### config.mk
export PLATFORM = sky130hd
export DESIGN_NAME = signed_integer_to_radix_digits
export DESIGN_NICKNAME = d
export VERILOG_FILES = /design/src/hw/rtl/srd_pkg.sv /design/src/hw/rtl/srd_ctrl.sv /design/src/hw/rtl/srd_dp.sv /design/src/hw/rtl/signed_integer_to_radix_digits.sv
export SDC_FILE = /design/constraint.sdc
export NUM_CORES = 2
export LEC_CHECK = 0
export BUFFER_PORTS_ARGS = -buffer_cell sky130_fd_sc_hd__buf_2
export CAP_MARGIN = 25
export CORE_MARGIN = 1.5
export CORE_UTILIZATION = 55
export CTS_CLUSTER_SIZE = 8
export DETAILED_ROUTE_END_ITERATION = 7
export PLACE_DENSITY = 0.72
export SKIP_CTS_REPAIR_TIMING = 1
export SLEW_MARGIN = 10
export SYNTH_ARGS = -nofsm -noshare
export SYNTH_HDL_FRONTEND = slang
export SYNTH_SLANG_ARGS = --single-unit
### constraint.sdc
create_clock -name clk -period 15.4 [get_ports clk]
set_clock_uncertainty 0.15 [all_clocks]
set_input_delay 3.08 -clock clk [delete_from_list [all_inputs] [get_ports clk]]
set_output_delay 3.08 -clock clk [all_outputs]
set_load 0.1 [all_outputs]
### src/hw/rtl/srd_pkg.sv
// Shared types, codes and reset constants for the radix digit converter.
package srd_pkg;

	localparam int unsigned MAX_RADIX   = 16;
	localparam int unsigned STACK_DEPTH = 32;

	localparam logic [7:0]  CH_PLUS  = 8'd43;
	localparam logic [7:0]  CH_MINUS = 8'd45;

	localparam logic [1:0]  CFG_RADIX       = 2'd0;
	localparam logic [1:0]  CFG_DIGITS_LOW  = 2'd1;
	localparam logic [1:0]  CFG_DIGITS_HIGH = 2'd2;

	localparam logic [4:0]  RADIX_RST       = 5'd10;
	localparam logic [63:0] DIGITS_LOW_RST  = 64'h3736_3534_3332_3130;
	localparam logic [63:0] DIGITS_HIGH_RST = 64'h4645_4443_4241_3938;

	typedef enum logic [2:0] {
		ST_IDLE,
		ST_START,
		ST_DIV,
		ST_SIGN,
		ST_EMIT,
		ST_ERR
	} state_t;

	typedef enum logic [1:0] {
		EM_NONE,
		EM_SIGN,
		EM_DIGIT,
		EM_ERR
	} emit_t;

	typedef struct packed {
		logic  load;
		logic  dig_start;
		logic  div_step;
		emit_t emit;
	} cmd_t;

	typedef struct packed {
		logic alpha_ok;
		logic neg;
		logic byte_last;
		logic quo_zero;
		logic last_digit;
		logic stack_empty;
		logic out_free;
	} status_t;

endpackage

### src/hw/rtl/srd_ctrl.sv
// Sequencer for the radix digit converter: check, divide, then emit.
module srd_ctrl (
	input  logic             clk,
	input  logic             arst_n,
	input  logic             item_valid,
	output logic             item_ready,
	input  srd_pkg::status_t st,
	output srd_pkg::cmd_t    cmd
);
	import srd_pkg::*;

	state_t state_q;
	state_t state_d;

	always_ff @(posedge clk or negedge arst_n) begin
		if (!arst_n) begin
			state_q <= ST_IDLE;
		end else begin
			state_q <= state_d;
		end
	end

	always_comb begin
		state_d = state_q;
		case (state_q)
			ST_IDLE: begin
				if (item_valid) begin
					state_d = ST_START;
				end
			end
			ST_START: begin
				state_d = st.alpha_ok ? ST_DIV : ST_ERR;
			end
			ST_DIV: begin
				if (st.byte_last && st.quo_zero) begin
					state_d = st.neg ? ST_SIGN : ST_EMIT;
				end
			end
			ST_SIGN: begin
				if (st.out_free) begin
					state_d = ST_EMIT;
				end
			end
			ST_EMIT: begin
				if (st.out_free && st.last_digit) begin
					state_d = ST_IDLE;
				end
			end
			ST_ERR: begin
				if (st.out_free) begin
					state_d = ST_IDLE;
				end
			end
			default: begin
				state_d = ST_IDLE;
			end
		endcase
	end

	always_comb begin
		item_ready    = 1'b0;
		cmd.load      = 1'b0;
		cmd.dig_start = 1'b0;
		cmd.div_step  = 1'b0;
		cmd.emit      = EM_NONE;
		case (state_q)
			ST_IDLE: begin
				item_ready = 1'b1;
				cmd.load   = item_valid;
			end
			ST_START: begin
				cmd.dig_start = st.alpha_ok;
			end
			ST_DIV: begin
				cmd.div_step = 1'b1;
			end
			ST_SIGN: begin
				if (st.out_free) begin
					cmd.emit = EM_SIGN;
				end
			end
			ST_EMIT: begin
				if (st.out_free) begin
					cmd.emit = EM_DIGIT;
				end
			end
			ST_ERR: begin
				if (st.out_free) begin
					cmd.emit = EM_ERR;
				end
			end
			default: begin
				item_ready = 1'b0;
			end
		endcase
	end

endmodule

### src/hw/rtl/srd_dp.sv
// Datapath: config registers, alphabet check, byte-serial divider, digit stack, output word.
module srd_dp (
	input  logic                clk,
	input  logic                arst_n,
	input  logic                cfg_we,
	input  logic [1:0]          cfg_index,
	input  logic [63:0]         cfg_data,
	input  logic signed [31:0]  value,
	input  logic                char_ready,
	output logic                char_valid,
	output logic [7:0]          out_char,
	output logic                last_char,
	output logic                alphabet_bad,
	input  srd_pkg::cmd_t       cmd,
	output srd_pkg::status_t    st
);
	import srd_pkg::*;

	logic [4:0]   radix_q;
	logic [63:0]  digits_low_q;
	logic [63:0]  digits_high_q;
	logic         alpha_ok_q;

	logic [31:0]  mag_q;
	logic         neg_q;
	logic [1:0]   bi_q;
	logic [3:0]   rem_q;
	logic [31:0]  quo_q;
	logic [3:0]   stack_q [STACK_DEPTH];
	logic [5:0]   nd_q;

	logic         out_valid_q;
	logic [7:0]   out_char_q;
	logic         out_last_q;
	logic         out_bad_q;

	logic [127:0] alpha_w;
	logic         alpha_ok_w;
	logic [31:0]  value_u;
	logic [31:0]  mag_load;
	logic [7:0]   byte_w;
	logic [7:0]   qbyte_w;
	logic [3:0]   rem_w;
	logic [31:0]  quo_nx;
	logic [7:0]   dig_char;

	function automatic logic [1:0] top_byte(input logic [31:0] x);
		logic [1:0] idx;
		if (x[31:24] != 8'd0) begin
			idx = 2'd3;
		end else if (x[23:16] != 8'd0) begin
			idx = 2'd2;
		end else if (x[15:8] != 8'd0) begin
			idx = 2'd1;
		end else begin
			idx = 2'd0;
		end
		return idx;
	endfunction

	assign alpha_w = {digits_high_q, digits_low_q};

	always_ff @(posedge clk or negedge arst_n) begin
		if (!arst_n) begin
			radix_q       <= RADIX_RST;
			digits_low_q  <= DIGITS_LOW_RST;
			digits_high_q <= DIGITS_HIGH_RST;
			alpha_ok_q    <= 1'b1;
		end else begin
			alpha_ok_q <= alpha_ok_w;
			if (cfg_we) begin
				case (cfg_index)
					CFG_RADIX:       radix_q       <= cfg_data[4:0];
					CFG_DIGITS_LOW:  digits_low_q  <= cfg_data;
					CFG_DIGITS_HIGH: digits_high_q <= cfg_data;
					default:         radix_q       <= radix_q;
				endcase
			end
		end
	end

	// Radix range, no sign characters, no repeats among the characters in use.
	always_comb begin
		logic bad;
		bad = (radix_q < 5'd2) || (radix_q > 5'(MAX_RADIX));
		for (int i = 0; i < 16; i++) begin
			if (5'(i) < radix_q) begin
				if (alpha_w[8*i +: 8] == CH_PLUS || alpha_w[8*i +: 8] == CH_MINUS) begin
					bad = 1'b1;
				end
				for (int j = i + 1; j < 16; j++) begin
					if (5'(j) < radix_q && alpha_w[8*j +: 8] == alpha_w[8*i +: 8]) begin
						bad = 1'b1;
					end
				end
			end
		end
		alpha_ok_w = !bad;
	end

	assign value_u  = value;
	assign mag_load = value_u[31] ? (~value_u + 32'd1) : value_u;

	// One dividend byte per cycle: eight restoring steps on a 5-bit remainder.
	always_comb begin
		logic [4:0] t;
		rem_w   = rem_q;
		qbyte_w = 8'd0;
		byte_w  = mag_q[{bi_q, 3'b000} +: 8];
		for (int k = 7; k >= 0; k--) begin
			t = {rem_w, byte_w[k]};
			if (t >= radix_q) begin
				t          = t - radix_q;
				qbyte_w[k] = 1'b1;
			end
			rem_w = t[3:0];
		end
	end

	assign quo_nx = {quo_q[23:0], qbyte_w};

	always_ff @(posedge clk) begin
		if (cmd.load) begin
			mag_q <= mag_load;
			neg_q <= value_u[31];
		end
		if (cmd.dig_start) begin
			bi_q  <= top_byte(mag_q);
			rem_q <= 4'd0;
			quo_q <= 32'd0;
		end else if (cmd.div_step) begin
			if (bi_q == 2'd0) begin
				// digit done: quotient becomes the next dividend
				mag_q <= quo_nx;
				bi_q  <= top_byte(quo_nx);
				rem_q <= 4'd0;
				quo_q <= 32'd0;
			end else begin
				bi_q  <= bi_q - 2'd1;
				rem_q <= rem_w;
				quo_q <= quo_nx;
			end
		end
	end

	// Digit stack: entry 0 is the most recent digit, i.e. the next one to send.
	always_ff @(posedge clk) begin
		if (cmd.div_step && bi_q == 2'd0) begin
			stack_q[0] <= rem_w;
			for (int k = 1; k < STACK_DEPTH; k++) begin
				stack_q[k] <= stack_q[k-1];
			end
		end else if (cmd.emit == EM_DIGIT) begin
			for (int k = 0; k < STACK_DEPTH - 1; k++) begin
				stack_q[k] <= stack_q[k+1];
			end
		end
	end

	always_ff @(posedge clk or negedge arst_n) begin
		if (!arst_n) begin
			nd_q <= 6'd0;
		end else if (cmd.load) begin
			nd_q <= 6'd0;
		end else if (cmd.div_step && bi_q == 2'd0) begin
			nd_q <= nd_q + 6'd1;
		end else if (cmd.emit == EM_DIGIT) begin
			nd_q <= nd_q - 6'd1;
		end
	end

	assign dig_char = alpha_w[{stack_q[0], 3'b000} +: 8];

	always_ff @(posedge clk or negedge arst_n) begin
		if (!arst_n) begin
			out_valid_q <= 1'b0;
		end else if (cmd.emit != EM_NONE) begin
			out_valid_q <= 1'b1;
		end else if (char_ready) begin
			out_valid_q <= 1'b0;
		end
	end

	always_ff @(posedge clk) begin
		case (cmd.emit)
			EM_SIGN: begin
				out_char_q <= CH_MINUS;
				out_last_q <= 1'b0;
				out_bad_q  <= 1'b0;
			end
			EM_DIGIT: begin
				out_char_q <= dig_char;
				out_last_q <= (nd_q == 6'd1);
				out_bad_q  <= 1'b0;
			end
			EM_ERR: begin
				out_char_q <= 8'd0;
				out_last_q <= 1'b1;
				out_bad_q  <= 1'b1;
			end
			default: begin
				out_char_q <= out_char_q;
			end
		endcase
	end

	assign char_valid   = out_valid_q;
	assign out_char     = out_char_q;
	assign last_char    = out_last_q;
	assign alphabet_bad = out_bad_q;

	assign st.alpha_ok    = alpha_ok_q;
	assign st.neg         = neg_q;
	assign st.byte_last   = (bi_q == 2'd0);
	assign st.quo_zero    = (quo_nx == 32'd0);
	assign st.last_digit  = (nd_q == 6'd1);
	assign st.stack_empty = (nd_q == 6'd0);
	assign st.out_free    = !out_valid_q || char_ready;

endmodule

### src/hw/rtl/signed_integer_to_radix_digits.sv
// Top level of the signed integer to radix digits converter.
// Each accepted value is written out in the configured radix, most significant
// digit first, one character per output word, with '-' ahead of a negative value
// and last_char on the final word. If the radix is below 2 or above 16, or the
// characters in use contain '+', '-' or a repeat, the value gives a single word
// with alphabet_bad set, out_char zero and last_char set. One value at a time is
// converted. For each value the item is accepted, the division started, then the
// byte-serial divider works through each significant byte of the running
// dividend for every digit, retiring eight quotient bits a cycle, and then the
// characters are sent as the receiver takes them. The output word register lets
// the last character wait while the next value is accepted.
module signed_integer_to_radix_digits (
	input  logic               clk,
	input  logic               arst_n,
	input  logic               cfg_we,
	input  logic [1:0]         cfg_index,
	input  logic [63:0]        cfg_data,
	input  logic               item_valid,
	output logic               item_ready,
	input  logic signed [31:0] value,
	output logic               char_valid,
	input  logic               char_ready,
	output logic [7:0]         out_char,
	output logic               last_char,
	output logic               alphabet_bad
);
	import srd_pkg::*;

	cmd_t    cmd;
	status_t st;

	// Sequencer: decides when to divide and when to send each word.
	srd_ctrl u_ctrl (
		.clk        (clk),
		.arst_n     (arst_n),
		.item_valid (item_valid),
		.item_ready (item_ready),
		.st         (st),
		.cmd        (cmd)
	);

	// Datapath: holds config, digits and the output word.
	srd_dp u_dp (
		.clk          (clk),
		.arst_n       (arst_n),
		.cfg_we       (cfg_we),
		.cfg_index    (cfg_index),
		.cfg_data     (cfg_data),
		.value        (value),
		.char_ready   (char_ready),
		.char_valid   (char_valid),
		.out_char     (out_char),
		.last_char    (last_char),
		.alphabet_bad (alphabet_bad),
		.cmd          (cmd),
		.st           (st)
	);

	// Never overwrite a word that is still waiting.
	a_emit_free: assert property (@(posedge clk) disable iff (!arst_n)
		cmd.emit != EM_NONE |-> st.out_free)
		else $error("word emitted into a full output register");

	// Never pop a digit from an empty stack.
	a_pop_nonempty: assert property (@(posedge clk) disable iff (!arst_n)
		cmd.emit == EM_DIGIT |-> !st.stack_empty)
		else $error("digit popped from empty stack");

	// The error word is always the only and last one, with a zero character.
	a_err_word: assert property (@(posedge clk) disable iff (!arst_n)
		char_valid && alphabet_bad |-> last_char && out_char == 8'd0)
		else $error("malformed error word");

	// After a value is taken, no other value is taken in the next cycle.
	a_one_at_a_time: assert property (@(posedge clk) disable iff (!arst_n)
		item_valid && item_ready |=> !item_ready)
		else $error("value accepted while busy");

endmodule
# Word level (Yosys, flattened, before mapping)
# Memory sizes are Yosys's and may differ from the RTL's.
# Index checks and enable logic that the tools add are counted.
[word_totals]
elab_cells = 664
mem_bits_rw = 128
in_bits = 103
memories = 1
reg_bits = 217
output_inout_bits = 12
[op_classes]
n_eq_ne = 168
order_cmp = 26
shifts = 2
muxes = 244
addsub = 12
n_bitwise = 32
reduce_logical = 164
[memory_table]
columns = ["memory", "words", "width", "read_ports", "rd_clocked_by_memory_dff", "write_ports", "line_no", "rtl"]
rows = [
  ["u_dp.stack_q", 32, 4, 32, 0, 32, "srd_dp.sv:29", "logic [3:0] stack_q [STACK_DEPTH];"],
]
[op_table]
columns = ["cell", "n"]
rows = [
  ["$eq 8x8->1", 120],
  ["$eq 8x6->1 const B", 32],
  ["$mux 1", 174],
  ["$mux 32", 5],
  ["$mux 4", 40],
  ["$shiftx 128x8->8", 1],
  ["$logic_and 1x1->1", 123],
  ["$reduce_bool 8->1", 6],
  ["$ge 5x5->1", 8],
  ["$lt 4x5->1 const A", 8],
  ["$add 32x1->32 const B", 1],
  ["$logic_not 32->1", 1],
  ["$not 32->32", 1],
  ["$shiftx 32x6->8", 1],
  ["$sub 4x4->4", 8],
  ["$or 1x1->1", 31],
  ["$mux 24", 1],
  ["$pmux 8 s3", 1],
  ["$mux 3", 7],
  ["$lt 3x5->1 const A", 4],
  ["$logic_or 1x1->1", 18],
  ["$mux 2", 9],
  ["$mux 6", 3],
  ["$pmux 3 s6", 1],
  ["26 further kinds", 44],
]

# Logic depth before layout (Yosys ltp)
[depth]
depth_word = 155
mapped_depth = 62

# Modules after synthesis
# Synthesis repeated with hierarchy kept, for this count alone.
[unflattened]
cells_unflattened = 3278
hier_area_um2 = 30205.2
[by_module_without_submodules]
columns = ["module", "n_inst", "seq_area_each_um2", "cells_per_inst", "area_per_inst_um2"]
rows = [
  ["srd_dp", 1, 9029.9, 3245, 29917.4],
  ["srd_ctrl", 1, 75.1, 33, 287.8],
]

# Least setup slack after synthesis
# OpenSTA, ideal clock, no wires.
[synth_timing]
path_type = "register -> register"
from = "register u_dp.bi_q[0]"
to = "memory u_dp.stack_q[0][1] (data pin)"
period_less_slack_ns = 12.803
setup_time_ns = 0.268
required_time_ns = 14.982
arrival_ns = 12.385
stages_incl_launch_ff = 62
path_slack_ns = 2.597
path_cell_list = "edfxtp_1 buf_2 buf_1 mux2i_1 nand2_1 o21ai_0 ha_1 nor2b_1 o21ai_0 a31oi_1 o21ai_0 nand2_1 mux2i_1 ha_1 a21o_1 a21o_1 a21o_1 a21oi_1 (+26 left out) a21oi_1 clkbuf_1 mux2i_1 ha_1 a21o_1 a21o_1 a21oi_1 o21ai_1 inv_1 mux2i_1 inv_1 ha_1 a21o_1 a21oi_1 o21ai_0 clkbuf_1 mux2i_1 o21ai_0"
[synth_lines]
columns = ["item", "line_no", "rtl"]
rows = [
  ["start: declaration", "srd_dp.sv:26", "logic [1:0] bi_q;"],
  ["start signal: assignment", "srd_dp.sv:128", "bi_q <= top_byte(mag_q);"],
  ["start signal: assignment", "srd_dp.sv:135", "bi_q <= top_byte(quo_nx);"],
  ["start signal: assignment", "srd_dp.sv:139", "bi_q <= bi_q - 2'd1;"],
  ["end: declaration", "srd_dp.sv:29", ""],
]

==> out/results.txt <==
final setup fails: 0
Post-synth EDFFs: 141
dpl hpwl: 68.35 mm
fin nets: 3371
Routed Antenna Nets: 0
worst reg-to-reg path cell count: 57
TritonCTS buffer count: 49
#FFs+latches synth: 345
Setup TNS: 0 ns
max_cap viols: 0
reg2reg end: u_dp.stack_q[0][1]$_DFFE_PP_
hold_sp: u_dp.stack_q[3][24]$_DFFE_PP_
clk sinks: 345
reg2reg setup slack: 1.19 ns
core area: 53920 sq um
CP dominant cell by count: a21o_1
DRT iter0 DRCs: 3556
hold slack: 0.3005 ns
CP max FO: 18
Post-Synthesis Cells: 3289
RSZ-0062 raised after global routing: false
# diodes: 0
first-pass GRT wire length: 161.1 mm
Tightest Pin Transition: 0.9452 ns
Main synth FF type: edfxtp_1
multi-input logic area: 19200 sq um
WL/cell: 27.34 um
critical path depth in cells: 57
register area: 9105 sq um
Max stage delay on crit path: 0.44 ns
Port Buf Inserts: 114
CTS tree: built
fin area: 32390 sq um
Avg Cell Area, Syn: 9.151 sq um
CTS Root Buffer Type: clkbuf_16
first-pass iteration count of the detailed router: 6
antenna violations before repair: 1
Fillers: 4524
CP Data Arrival Time: 14.38 ns
Largest delay share family, worst path: compound AO/OA/AOI/OAI gates
layout cells sized above 1: 0.1656
slowest CP cell: o21ai_0
Buf/Inv on CP: 6
final design utilization: 0.6008
largest net degree at the start of global routing: 81
Max Slew Vio Count: 0
wirelength, routed: 108.0 mm
vias in the first global route: 26110
synthesis warning total: 0
Synth async-reset ratio: 0.4174
DIE AREA: 56140 sq um
Clock Path Buffers: 3
Die Y: 236.9 um
most frequent cells in the layout: xnor2_1, nand2_1, xor2_1
maximum clock frequency: 70.37 MHz
critical path class: register to register
Mapped Nets: 3444
CP Data Required Time: 15.57 ns
status: finished, final reports clean
CP endpoint kind: register
crit path to: u_dp.stack_q[0][1]$_DFFE_PP_
placed cell area: 30810 sq um
drt drc: 0
die width: 236.9 um
htree depth: 2
IO Pins: 115
GRT Util Overall: 0.3792
clock-pin transition on the worst setup and hold timing paths: 0.06 ns
clk_lat worst skew: 0.62 ns
Hold WC Path Type: register to register
gpl congestion: 1.031
RR Startpoint: u_dp.bi_q[0]$_DFFE_PP_
final hold vios: 0
DR vias/cell: 6.677
Initial Util: 0.5582
mapped cell area: 30100 sq um
Worst setup SP type: register
register area share after synthesis: 0.3025
most common cell after layout, fill and taps aside: xnor2_1
Via Count: 26380
Final Critical Period: 14.21 ns
synth unique cells: 79
row count: 85
final period utilization: 0.9228
Layout area overhead: 7.628%
Setup crit start: u_dp.bi_q[0]$_DFFE_PP_
slew margin rel.: 0.3632
gr ovfl total: 0
[flip-flops by register name, indices dropped and copies added (netlist names), 2 cells and up]
signal              cells
u_ctrl.state_q          3
u_dp.bi_q               2
u_dp.digits_high_q     64
u_dp.digits_low_q      64
u_dp.mag_q             32
u_dp.nd_q               6
u_dp.out_char           8
u_dp.quo_q             24
u_dp.radix_q            5
u_dp.rem_q              4
u_dp.stack_q          128
[synthesized netlist by cell type (61+ instances only)]
cell      count  share of area
nand4_1     136          0.028
edfxtp_1    141           0.14
clkbuf_1     80          0.010
buf_2       254          0.042
nor2_1       61         0.0076
nor4_1      138          0.029
mux2_2      138          0.052
o21ai_0      83          0.014
dfrtp_1      91          0.076
xor2_1      430           0.13
xnor2_1     589           0.17
nand2_1     451          0.056
[routing by layer]
metal | vias to the layer above | track usage | share of wire
met4 | 2 | 0.2692 | 0.083
met2 | 1878 | 0.5753 | 0.43
met1 | 12710 | 0.4702 | 0.37
li1 | 11120 | - | -
met5 | - | 0 | 0.00010
met3 | 668 | 0.09839 | 0.12
[cell families after synthesis]
logic type | synth area share
buffers and inverters | 0.06073
adders and majority gates | 0.02361
AOI/OAI and AO/OA | 0.06626
DFF | 0.3025
and+or+nand+nor | 0.1577
xor gates and xnor gates | 0.2965
muxes | 0.09270
[layout make-up]
type	count	share of cell area
tap	696	0.02688
clock buffer	85	0.04233
timing repair buffer	224	0.04762
multi-input combinational	2545	0.5928
clock inverter	4	0.003399
inverter	51	0.005909
sequential	345	0.2811
[worst min path at each step]
stage / depth (start not counted) / end / slack (ns)
2_1_floorplan: 0 / u_dp.stack_q[3][28]$_DFFE_PP_ / 0.28
3_3_place_gp: 0 / u_dp.stack_q[3][28]$_DFFE_PP_ / 0.28
3_5_place_dp: 0 / u_dp.stack_q[3][28]$_DFFE_PP_ / 0.30
4_1_cts: 0 / u_dp.stack_q[3][28]$_DFFE_PP_ / 0.30
5_1_grt: 0 / u_dp.stack_q[3][28]$_DFFE_PP_ / 0.31
6_report: 0 / u_dp.stack_q[3][28]$_DFFE_PP_ / 0.30
[through the flow]
stage | instances | setup WS, ns
global placement | 3849 | 1.318
floorplan | 3289 | 2.597
finish | 3950 | 1.189
detailed placement | 3855 | 1.034
global route | 3950 | 0.08735
CTS | 3944 | 0.9900
Power is not shown: default switching activity piles up to over one toggle a cycle in this logic, so the estimate is an artifact.
